## config.mk

```make
export PLATFORM = sky130hd
export DESIGN_NAME = adc_min_capture_moving_average_top
export DESIGN_NICKNAME = d
export VERILOG_FILES = /design/src/rtl/amcma_pkg.sv /design/src/rtl/amcma_ctrl.sv /design/src/rtl/amcma_dp.sv /design/src/rtl/adc_min_capture_moving_average_top.sv
export SDC_FILE = /design/constraint.sdc
export NUM_CORES = 1
export LEC_CHECK = 0
export ABC_AREA = 1
export BUFFER_PORTS_ARGS = -buffer_cell sky130_fd_sc_hd__buf_2
export CORE_MARGIN = 2
export CORE_UTILIZATION = 35
export DETAILED_ROUTE_END_ITERATION = 6
export PLACE_DENSITY_LB_ADDON = 0.08
export SYNTH_ARGS = -nofsm -noshare
export SYNTH_HDL_FRONTEND = slang
export SYNTH_SLANG_ARGS = --single-unit
```

## constraint.sdc

```tcl
create_clock -name clk -period 4.1 [get_ports clk]
set_input_delay 0.82 -clock clk [delete_from_list [all_inputs] [get_ports clk]]
set_output_delay 0.82 -clock clk [all_outputs]
set_load 0.02 [all_outputs]
```

## src/rtl/amcma_pkg.sv

```systemverilog
// ----------------------------------------------------------------------------
// amcma_pkg
// Shared constants, state encoding and controller/datapath interface types
// for the multichannel min-hold moving average block.
// ----------------------------------------------------------------------------
`default_nettype none

package amcma_pkg;

  // Block geometry
  localparam int CHANNELS      = 5;
  localparam int CAPTURES      = 4;
  localparam int HISTORY_DEPTH = 4;

  localparam int ROUND_SAMPLES = CHANNELS * CAPTURES;
  localparam int MEM_DEPTH     = CHANNELS * HISTORY_DEPTH;

  // Field and counter widths
  localparam int SAMPLE_W = 10;
  localparam int CH_W     = 3;
  localparam int CAP_W    = (ROUND_SAMPLES > 1) ? $clog2(ROUND_SAMPLES) : 1;
  localparam int HIST_W   = (HISTORY_DEPTH > 1) ? $clog2(HISTORY_DEPTH) : 1;
  localparam int ADDR_W   = (MEM_DEPTH > 1) ? $clog2(MEM_DEPTH) : 1;
  localparam int SUM_W    = SAMPLE_W + HIST_W;

  localparam logic [SAMPLE_W-1:0] FULL_SCALE = 10'h3FF;

  // Input command codes
  localparam logic CMD_START  = 1'b0;
  localparam logic CMD_SAMPLE = 1'b1;

  // Controller states
  typedef enum logic [2:0] {
    ST_IDLE,
    ST_FILL,
    ST_RD,
    ST_UPD,
    ST_SUM_RD,
    ST_SUM_ACC,
    ST_EMIT
  } state_t;

  // Commands from controller to datapath
  typedef struct packed {
    logic in_ready;
    logic fill_wr;
    logic rd_sample;
    logic upd_sample;
    logic rd_sum;
    logic acc_sum;
    logic next_ch;
  } ctrl_cmd_t;

  // Status from datapath to controller
  typedef struct packed {
    logic in_valid;
    logic in_is_sample;
    logic fill_last;
    logic round_end;
    logic sum_last;
    logic ch_last;
    logic out_done;
  } dp_status_t;

endpackage

`default_nettype wire

```

## src/rtl/amcma_ctrl.sv

```systemverilog
// ----------------------------------------------------------------------------
// amcma_ctrl
// Sequencer for start fills, sample min-hold updates and the end-of-round
// averaging walk over the history store.
// ----------------------------------------------------------------------------
`default_nettype none

module amcma_ctrl
  import amcma_pkg::*;
(
  input  wire logic       clk,
  input  wire logic       rst,
  input  wire dp_status_t status,
  output ctrl_cmd_t       cmd_o
);

  state_t state;
  state_t state_next;

  // Hold state
  always_ff @(posedge clk) begin
    if (rst) begin
      state <= ST_IDLE;
    end else begin
      state <= state_next;
    end
  end

  // Decode next state and commands
  always_comb begin
    state_next = state;
    cmd_o      = '0;
    unique case (state)
      ST_IDLE: begin
        cmd_o.in_ready = 1'b1;
        if (status.in_valid) begin
          state_next = status.in_is_sample ? ST_RD : ST_FILL;
        end
      end
      ST_FILL: begin
        cmd_o.fill_wr = 1'b1;
        if (status.fill_last) begin
          state_next = ST_IDLE;
        end
      end
      ST_RD: begin
        cmd_o.rd_sample = 1'b1;
        state_next      = ST_UPD;
      end
      ST_UPD: begin
        cmd_o.upd_sample = 1'b1;
        state_next       = status.round_end ? ST_SUM_RD : ST_IDLE;
      end
      ST_SUM_RD: begin
        cmd_o.rd_sum = 1'b1;
        state_next   = ST_SUM_ACC;
      end
      ST_SUM_ACC: begin
        cmd_o.acc_sum = 1'b1;
        state_next    = status.sum_last ? ST_EMIT : ST_SUM_RD;
      end
      ST_EMIT: begin
        if (status.out_done) begin
          cmd_o.next_ch = 1'b1;
          state_next    = status.ch_last ? ST_IDLE : ST_SUM_RD;
        end
      end
      default: begin
        state_next = ST_IDLE;
      end
    endcase
  end

endmodule

`default_nettype wire

```

## src/rtl/amcma_dp.sv

```systemverilog
// ----------------------------------------------------------------------------
// amcma_dp
// History store with per-entry valid bits, round counters, sum accumulator
// and the result output register.
// ----------------------------------------------------------------------------
`default_nettype none

module amcma_dp
  import amcma_pkg::*;
(
  input  wire logic                clk,
  input  wire logic                rst,
  input  wire ctrl_cmd_t           cmd_i,
  output dp_status_t               status,
  input  wire logic                in_valid,
  output logic                     in_stall,
  input  wire logic                cmd,
  input  wire logic [SAMPLE_W-1:0] sample,
  output logic                     out_valid,
  input  wire logic                out_stall,
  output logic [CH_W-1:0]          channel,
  output logic [SAMPLE_W-1:0]      average,
  output logic                     last
);

  // History store and its valid bits
  logic [SAMPLE_W-1:0] mem [MEM_DEPTH];
  logic [MEM_DEPTH-1:0] valid_bits;
  logic [SAMPLE_W-1:0] rd_data;
  logic                rd_hit;

  // Counters and working registers
  logic [CH_W-1:0]     channel_counter;
  logic [CAP_W-1:0]    capture_counter;
  logic [HIST_W-1:0]   history_index;
  logic [CH_W-1:0]     fill_ch;
  logic [CH_W-1:0]     avg_ch;
  logic [HIST_W-1:0]   avg_h;
  logic [SUM_W-1:0]    acc;
  logic [SAMPLE_W-1:0] sample_q;

  logic                in_xfer;
  logic                out_xfer;
  logic [SAMPLE_W-1:0] entry;
  logic [SUM_W-1:0]    sum_total;
  logic [ADDR_W-1:0]   sample_addr;
  logic [ADDR_W-1:0]   fill_addr;
  logic [ADDR_W-1:0]   sum_addr;
  logic [ADDR_W-1:0]   rd_addr;
  logic                wr_en;
  logic [ADDR_W-1:0]   wr_addr;
  logic [SAMPLE_W-1:0] wr_data;
  logic                ch_wrap;
  logic                round_wrap;
  logic                hist_wrap;

  assign in_stall = !cmd_i.in_ready;
  assign in_xfer  = in_valid && cmd_i.in_ready;
  assign out_xfer = out_valid && !out_stall;

  // Form store addresses: slot-major, one row of channels per slot
  assign sample_addr = ADDR_W'(32'(history_index) * CHANNELS + 32'(channel_counter));
  assign fill_addr   = ADDR_W'(32'(history_index) * CHANNELS + 32'(fill_ch));
  assign sum_addr    = ADDR_W'(32'(avg_h) * CHANNELS + 32'(avg_ch));
  assign rd_addr     = cmd_i.rd_sum ? sum_addr : sample_addr;

  // An entry never written reads as zero
  assign entry     = rd_hit ? rd_data : '0;
  assign sum_total = acc + SUM_W'(entry);

  assign ch_wrap    = (channel_counter == CH_W'(CHANNELS - 1));
  assign round_wrap = (capture_counter == CAP_W'(ROUND_SAMPLES - 1));
  assign hist_wrap  = (history_index == HIST_W'(HISTORY_DEPTH - 1));

  // Select the single write port
  always_comb begin
    wr_en   = 1'b0;
    wr_addr = fill_addr;
    wr_data = FULL_SCALE;
    if (cmd_i.fill_wr) begin
      wr_en = 1'b1;
    end else if (cmd_i.upd_sample && (sample_q < entry)) begin
      wr_en   = 1'b1;
      wr_addr = sample_addr;
      wr_data = sample_q;
    end
  end

  // Write and read the store
  always_ff @(posedge clk) begin
    if (wr_en) begin
      mem[wr_addr] <= wr_data;
    end
    if (cmd_i.rd_sample || cmd_i.rd_sum) begin
      rd_data <= mem[rd_addr];
    end
  end

  always_ff @(posedge clk) begin
    if (rst) begin
      valid_bits <= '0;
      rd_hit     <= 1'b0;
    end else begin
      if (wr_en) begin
        valid_bits[wr_addr] <= 1'b1;
      end
      if (cmd_i.rd_sample || cmd_i.rd_sum) begin
        rd_hit <= valid_bits[rd_addr];
      end
    end
  end

  // Capture the input sample on transfer
  always_ff @(posedge clk) begin
    if (in_xfer) begin
      sample_q <= sample;
    end
  end

  // Advance round counters and the fill pointer
  always_ff @(posedge clk) begin
    if (rst) begin
      channel_counter <= '0;
      capture_counter <= '0;
      history_index   <= '0;
      fill_ch         <= '0;
    end else begin
      if (cmd_i.fill_wr) begin
        fill_ch <= (fill_ch == CH_W'(CHANNELS - 1)) ? '0 : fill_ch + 1'b1;
      end
      if (cmd_i.upd_sample) begin
        channel_counter <= ch_wrap ? '0 : channel_counter + 1'b1;
        capture_counter <= round_wrap ? '0 : capture_counter + 1'b1;
        if (round_wrap) begin
          history_index <= hist_wrap ? '0 : history_index + 1'b1;
        end
      end
    end
  end

  // Walk channels and slots, accumulate the per-channel sum
  always_ff @(posedge clk) begin
    if (rst) begin
      avg_ch <= '0;
      avg_h  <= '0;
      acc    <= '0;
    end else begin
      if (cmd_i.upd_sample && round_wrap) begin
        avg_ch <= '0;
        avg_h  <= '0;
        acc    <= '0;
      end
      if (cmd_i.acc_sum && !status.sum_last) begin
        acc   <= sum_total;
        avg_h <= avg_h + 1'b1;
      end
      if (cmd_i.next_ch) begin
        avg_ch <= avg_ch + 1'b1;
        avg_h  <= '0;
        acc    <= '0;
      end
    end
  end

  // Load the result register; drop valid on transfer
  always_ff @(posedge clk) begin
    if (rst) begin
      out_valid <= 1'b0;
    end else if (cmd_i.acc_sum && status.sum_last) begin
      out_valid <= 1'b1;
    end else if (out_xfer) begin
      out_valid <= 1'b0;
    end
  end

  always_ff @(posedge clk) begin
    if (cmd_i.acc_sum && status.sum_last) begin
      channel <= avg_ch;
      // HISTORY_DEPTH is a power of two, so this is a shift
      average <= SAMPLE_W'(sum_total / HISTORY_DEPTH);
      last    <= (avg_ch == CH_W'(CHANNELS - 1));
    end
  end

  // Report status
  always_comb begin
    status.in_valid     = in_valid;
    status.in_is_sample = (cmd == CMD_SAMPLE);
    status.fill_last    = (fill_ch == CH_W'(CHANNELS - 1));
    status.round_end    = round_wrap;
    status.sum_last     = (avg_h == HIST_W'(HISTORY_DEPTH - 1));
    status.ch_last      = (avg_ch == CH_W'(CHANNELS - 1));
    status.out_done     = out_xfer;
  end

endmodule

`default_nettype wire

```

## src/rtl/adc_min_capture_moving_average_top.sv

```systemverilog
// A start transfer is accepted, then the fill writes the store once per channel.
// A sample transfer steps through accept, registered store read, min-hold write.
// Round end walks each channel with HISTORY_DEPTH store reads and accumulates for the sums,
// then hands off one result per channel; the single store read port serializes the reads.
// Reset: synchronous, active high; counters clear and per-entry valid bits make
// the history store read as zero until written.
// ----------------------------------------------------------------------------
// adc_min_capture_moving_average_top
// Multichannel min-hold capture with a moving average over the history slots.
// ----------------------------------------------------------------------------
`default_nettype none

module adc_min_capture_moving_average_top
  import amcma_pkg::*;
(
  input  wire logic                clk,
  input  wire logic                rst,
  input  wire logic                in_valid,
  output logic                     in_stall,
  input  wire logic                cmd,
  input  wire logic [SAMPLE_W-1:0] sample,
  output logic                     out_valid,
  input  wire logic                out_stall,
  output logic [CH_W-1:0]          channel,
  output logic [SAMPLE_W-1:0]      average,
  output logic                     last
);

  ctrl_cmd_t  ctrl_cmd;
  dp_status_t dp_status;

  // Sequence the work
  amcma_ctrl u_ctrl (
    .clk    (clk),
    .rst    (rst),
    .status (dp_status),
    .cmd_o  (ctrl_cmd)
  );

  // Store, count and average
  amcma_dp u_dp (
    .clk       (clk),
    .rst       (rst),
    .cmd_i     (ctrl_cmd),
    .status    (dp_status),
    .in_valid  (in_valid),
    .in_stall  (in_stall),
    .cmd       (cmd),
    .sample    (sample),
    .out_valid (out_valid),
    .out_stall (out_stall),
    .channel   (channel),
    .average   (average),
    .last      (last)
  );

endmodule

`default_nettype wire

```

==> flow_metrics.tcl <==
set metrics [dict create \
    status "complete, no violations" \
    place_congestion 0.8075 \
    path_class "flip-flop to flip-flop" \
    crit_end "u_dp.mem[17][2]$_DFFE_PP_" \
    p_total_mw 6.768 \
    grtUsageTotal_pct 18.04 \
    cp-start-kind "flip-flop" \
    peakVddDrop_mv 0.2430 \
    fin_crit_sh_pct 75.95 \
    antenna_found_initial 0 \
    leakage_nw 6.183 \
    slowest_delay_ps 530 \
    p_seq_share_pct 47.9 \
    path_clk_slew_ps 60 \
    powerDensity_nw_per_um2 457.1 \
    worstHoldPathType "flip-flop to flip-flop" \
    cts.path.max_buffers 3 \
    syn_nets 1315 \
    syn_avg_cell_area_um2 10.40 \
    tns_ps 0 \
    end_kind "flip-flop" \
    r2r_end "u_dp.mem[17][2]$_DFFE_PP_" \
    setup_viol 0 \
    ys_seq_area_share_pct 62.23 \
    via_per_inst 4.879 \
    swShare_pct 23.27 \
    dieHeight_um 197.2 \
    internal_power_mw 5.193 \
    crit_arrival_ps 3290 \
    dp_hpwl_um 21930 \
    p_clk_share_pct 45.7 \
    final_layout_size_suffix_gt1_share_pct 10.53 \
    max-cap-violations 0 \
    whs_ps 454.7 \
    routed_wl_um 33910 \
    rrSetupSlack_ps 990 \
    wl_per_cell_um 19.06 \
    htreeDepth 2 \
    tightestPinTransition_ps 1103 \
    hold_viol 0 \
    rsz0062_at_grt "no" \
    combinationalPowerShare_pct 6.4 \
    grt_pass1_vias 8491 \
    netlist_area_um2 13060 \
    clk_latency_ps 540 \
    r2r-start "u_dp.rd_hit$_SDFFE_PP0P_" \
    worst_slack_ps 986.0 \
    cp_max_fo 19 \
    worstPathCellList "nand2_1, ha_1, nand2_1, nor2_1, nand3_1, nand3_4, nand2_1, nand2_1, nand2_2, nor2_2, nand2_1, inv_1" \
    die_area_um2 38880 \
    ant_nets 0 \
    worstPathRequired_ps 4280 \
    cpMostUsedCell "nand2_1" \
    syn_inst 1256 \
    dp_slack_ps 994.4 \
    max_freq_ghz 0.3211 \
    finalCriticalPeriod_ps 3114 \
    ys_types 44 \
    grt_pass1_wl_um 52550 \
    slowest_stage "dfxtp_1" \
    root_buffer "clkbuf_16" \
    tritoncts "yes" \
    critPathLaunch "u_dp.rd_hit$_SDFFE_PP0P_" \
    syn2layout_area_growth_pct 13.35 \
    finalMaxSlewViolations 0 \
    nets 1344 \
    clock_sinks 289 \
    fp.dieW_um 197.2 \
    fin_skew_ps 12.46 \
    rows 70 \
    power_switching_mw 1.575 \
    cts_resized 0 \
    vias 8679 \
    cts_setup_buffers 0 \
    final_common_cell "nand2_1" \
    gr-total-overflow 0 \
    ys_ff_latch 289 \
    core_um2 36700 \
    cts_hold_buffers 0 \
    drc 0 \
    ff2ff_path_depth 12 \
    ios 31 \
    ys_warn_count 0 \
    mostFrequentLayoutCells "nand2_1, edfxtp_1, inv_1" \
    cts-buffers-inserted 35 \
    grt_start_max_net_pins 93 \
    max_slew_margin_pct 26.50 \
    initialDrtViolationCount 583 \
    first_pass_iters 4 \
    post-route-util_pct 40.34 \
    start_util_pct 35.59 \
    io_buffers 30 \
]
-- cell type report --
cell class	instances	area, um2
Fill cell	3590	21890
Sequential cell	289	8128
Multi-Input combinational cell	792	4212
Clock buffer	40	915.9
Tap cell	468	585.6
Inverter	126	473.0
Timing Repair Buffer	41	270.3
Clock inverter	22	219.0
Antenna cell	1	2.502
-- cell usage after synthesis, drive strengths merged --
cell | count | share of area (%)
o21ai | 80 | 3.2
a21oi | 58 | 2.2
nand3 | 99 | 4.0
o2111ai | 1 | 0.067
or2 | 16 | 0.77
nor3 | 4 | 0.15
xor2 | 12 | 0.80
nand4 | 5 | 0.24
a211oi | 1 | 0.057
edfxtp | 234 | 54
o22ai | 11 | 0.57
and2 | 1 | 0.057
o21bai | 22 | 1.3
nor3b | 1 | 0.057
inv | 126 | 3.6
o211ai | 22 | 1.3
fa | 4 | 0.61
ha | 40 | 3.8
a21boi | 1 | 0.057
clkbuf | 15 | 0.43
dfxtp | 55 | 8.4
xnor2 | 3 | 0.20
a22oi | 1 | 0.057
o211a | 1 | 0.077
nand2 | 321 | 9.6
buf | 34 | 1.5
nor2 | 81 | 2.7
a31oi | 6 | 0.29
a21o | 1 | 0.057
-- metrics by stage --
step / cells / instance area, um2
3_5_place_dp: 1716 / 13670
4_1_cts: 1778 / 14800
6_report: 1779 / 14810
2_1_floorplan: 1256 / 13060
5_1_grt: 1778 / 14800
3_3_place_gp: 1716 / 13670
-- kinds of logic after synthesis --
| logic type | share of synthesized area, % |
|---|---|
| buffers and inverters | 5.566 |
| adder cells (fa/ha/maj) | 4.445 |
| AND/OR/NAND/NOR | 17.56 |
| XOR/XNOR | 1.006 |
| flip-flops | 62.23 |
| AO/OA/AOI/OAI | 9.196 |
-- worst max-delay path: cells and delay by family, from the launching register on --
kind | cells | cell delay [ps]
simple gates | 10 | 1550
flops | 1 | 530
buf+inv | 1 | 340
fa+ha+maj | 1 | 330
-- worst min-delay path by stage --
stage,from,end,slack (ps),cells after the start
2_1_floorplan,u_dp.valid_bits[16]$_SDFFE_PP0N_,u_dp.valid_bits[16]$_SDFFE_PP0N_,430,2
3_3_place_gp,u_dp.valid_bits[16]$_SDFFE_PP0N_,u_dp.valid_bits[16]$_SDFFE_PP0N_,440,2
3_5_place_dp,u_dp.valid_bits[18]$_SDFFE_PP0N_,u_dp.valid_bits[18]$_SDFFE_PP0N_,440,2
4_1_cts,sample[8],u_dp.sample_q[8]$_DFFE_PP_,430,1
5_1_grt,sample[5],u_dp.sample_q[5]$_DFFE_PP_,440,1
6_report,u_dp.valid_bits[16]$_SDFFE_PP0N_,u_dp.valid_bits[16]$_SDFFE_PP0N_,450,2
-- per-layer routing --
metal  GRT usage (%)  routed length, um
met1           24.40              15850
met2           29.08              15850
met3           2.561               1015
met4           7.602               1192
met5               0                  0
-- sequential cells by signal, summed over array words and instances, names as in the netlist --
register	cells
u_ctrl.state	3
u_dp.acc	12
u_dp.average	10
u_dp.avg_ch	3
u_dp.avg_h	2
u_dp.capture_counter	5
u_dp.channel	3
u_dp.channel_counter	3
u_dp.fill_ch	3
u_dp.history_index	2
u_dp.last	1
u_dp.mem	200
u_dp.out_valid	1
u_dp.rd_data	10
u_dp.rd_hit	1
u_dp.sample_q	10
u_dp.valid_bits	20
-- power groups by stage --
stage,Clock [mW],Sequential (mW),Combinational [mW]
after floorplan,0,3.29,0.309
final,3.09,3.24,0.435
after global routing,3.28,3.25,0.497
after global placement,0,3.31,0.440
after CTS,3.18,3.24,0.443
after detailed placement,0,3.30,0.440
No activity file was read; power rests on OpenSTA's default activity.
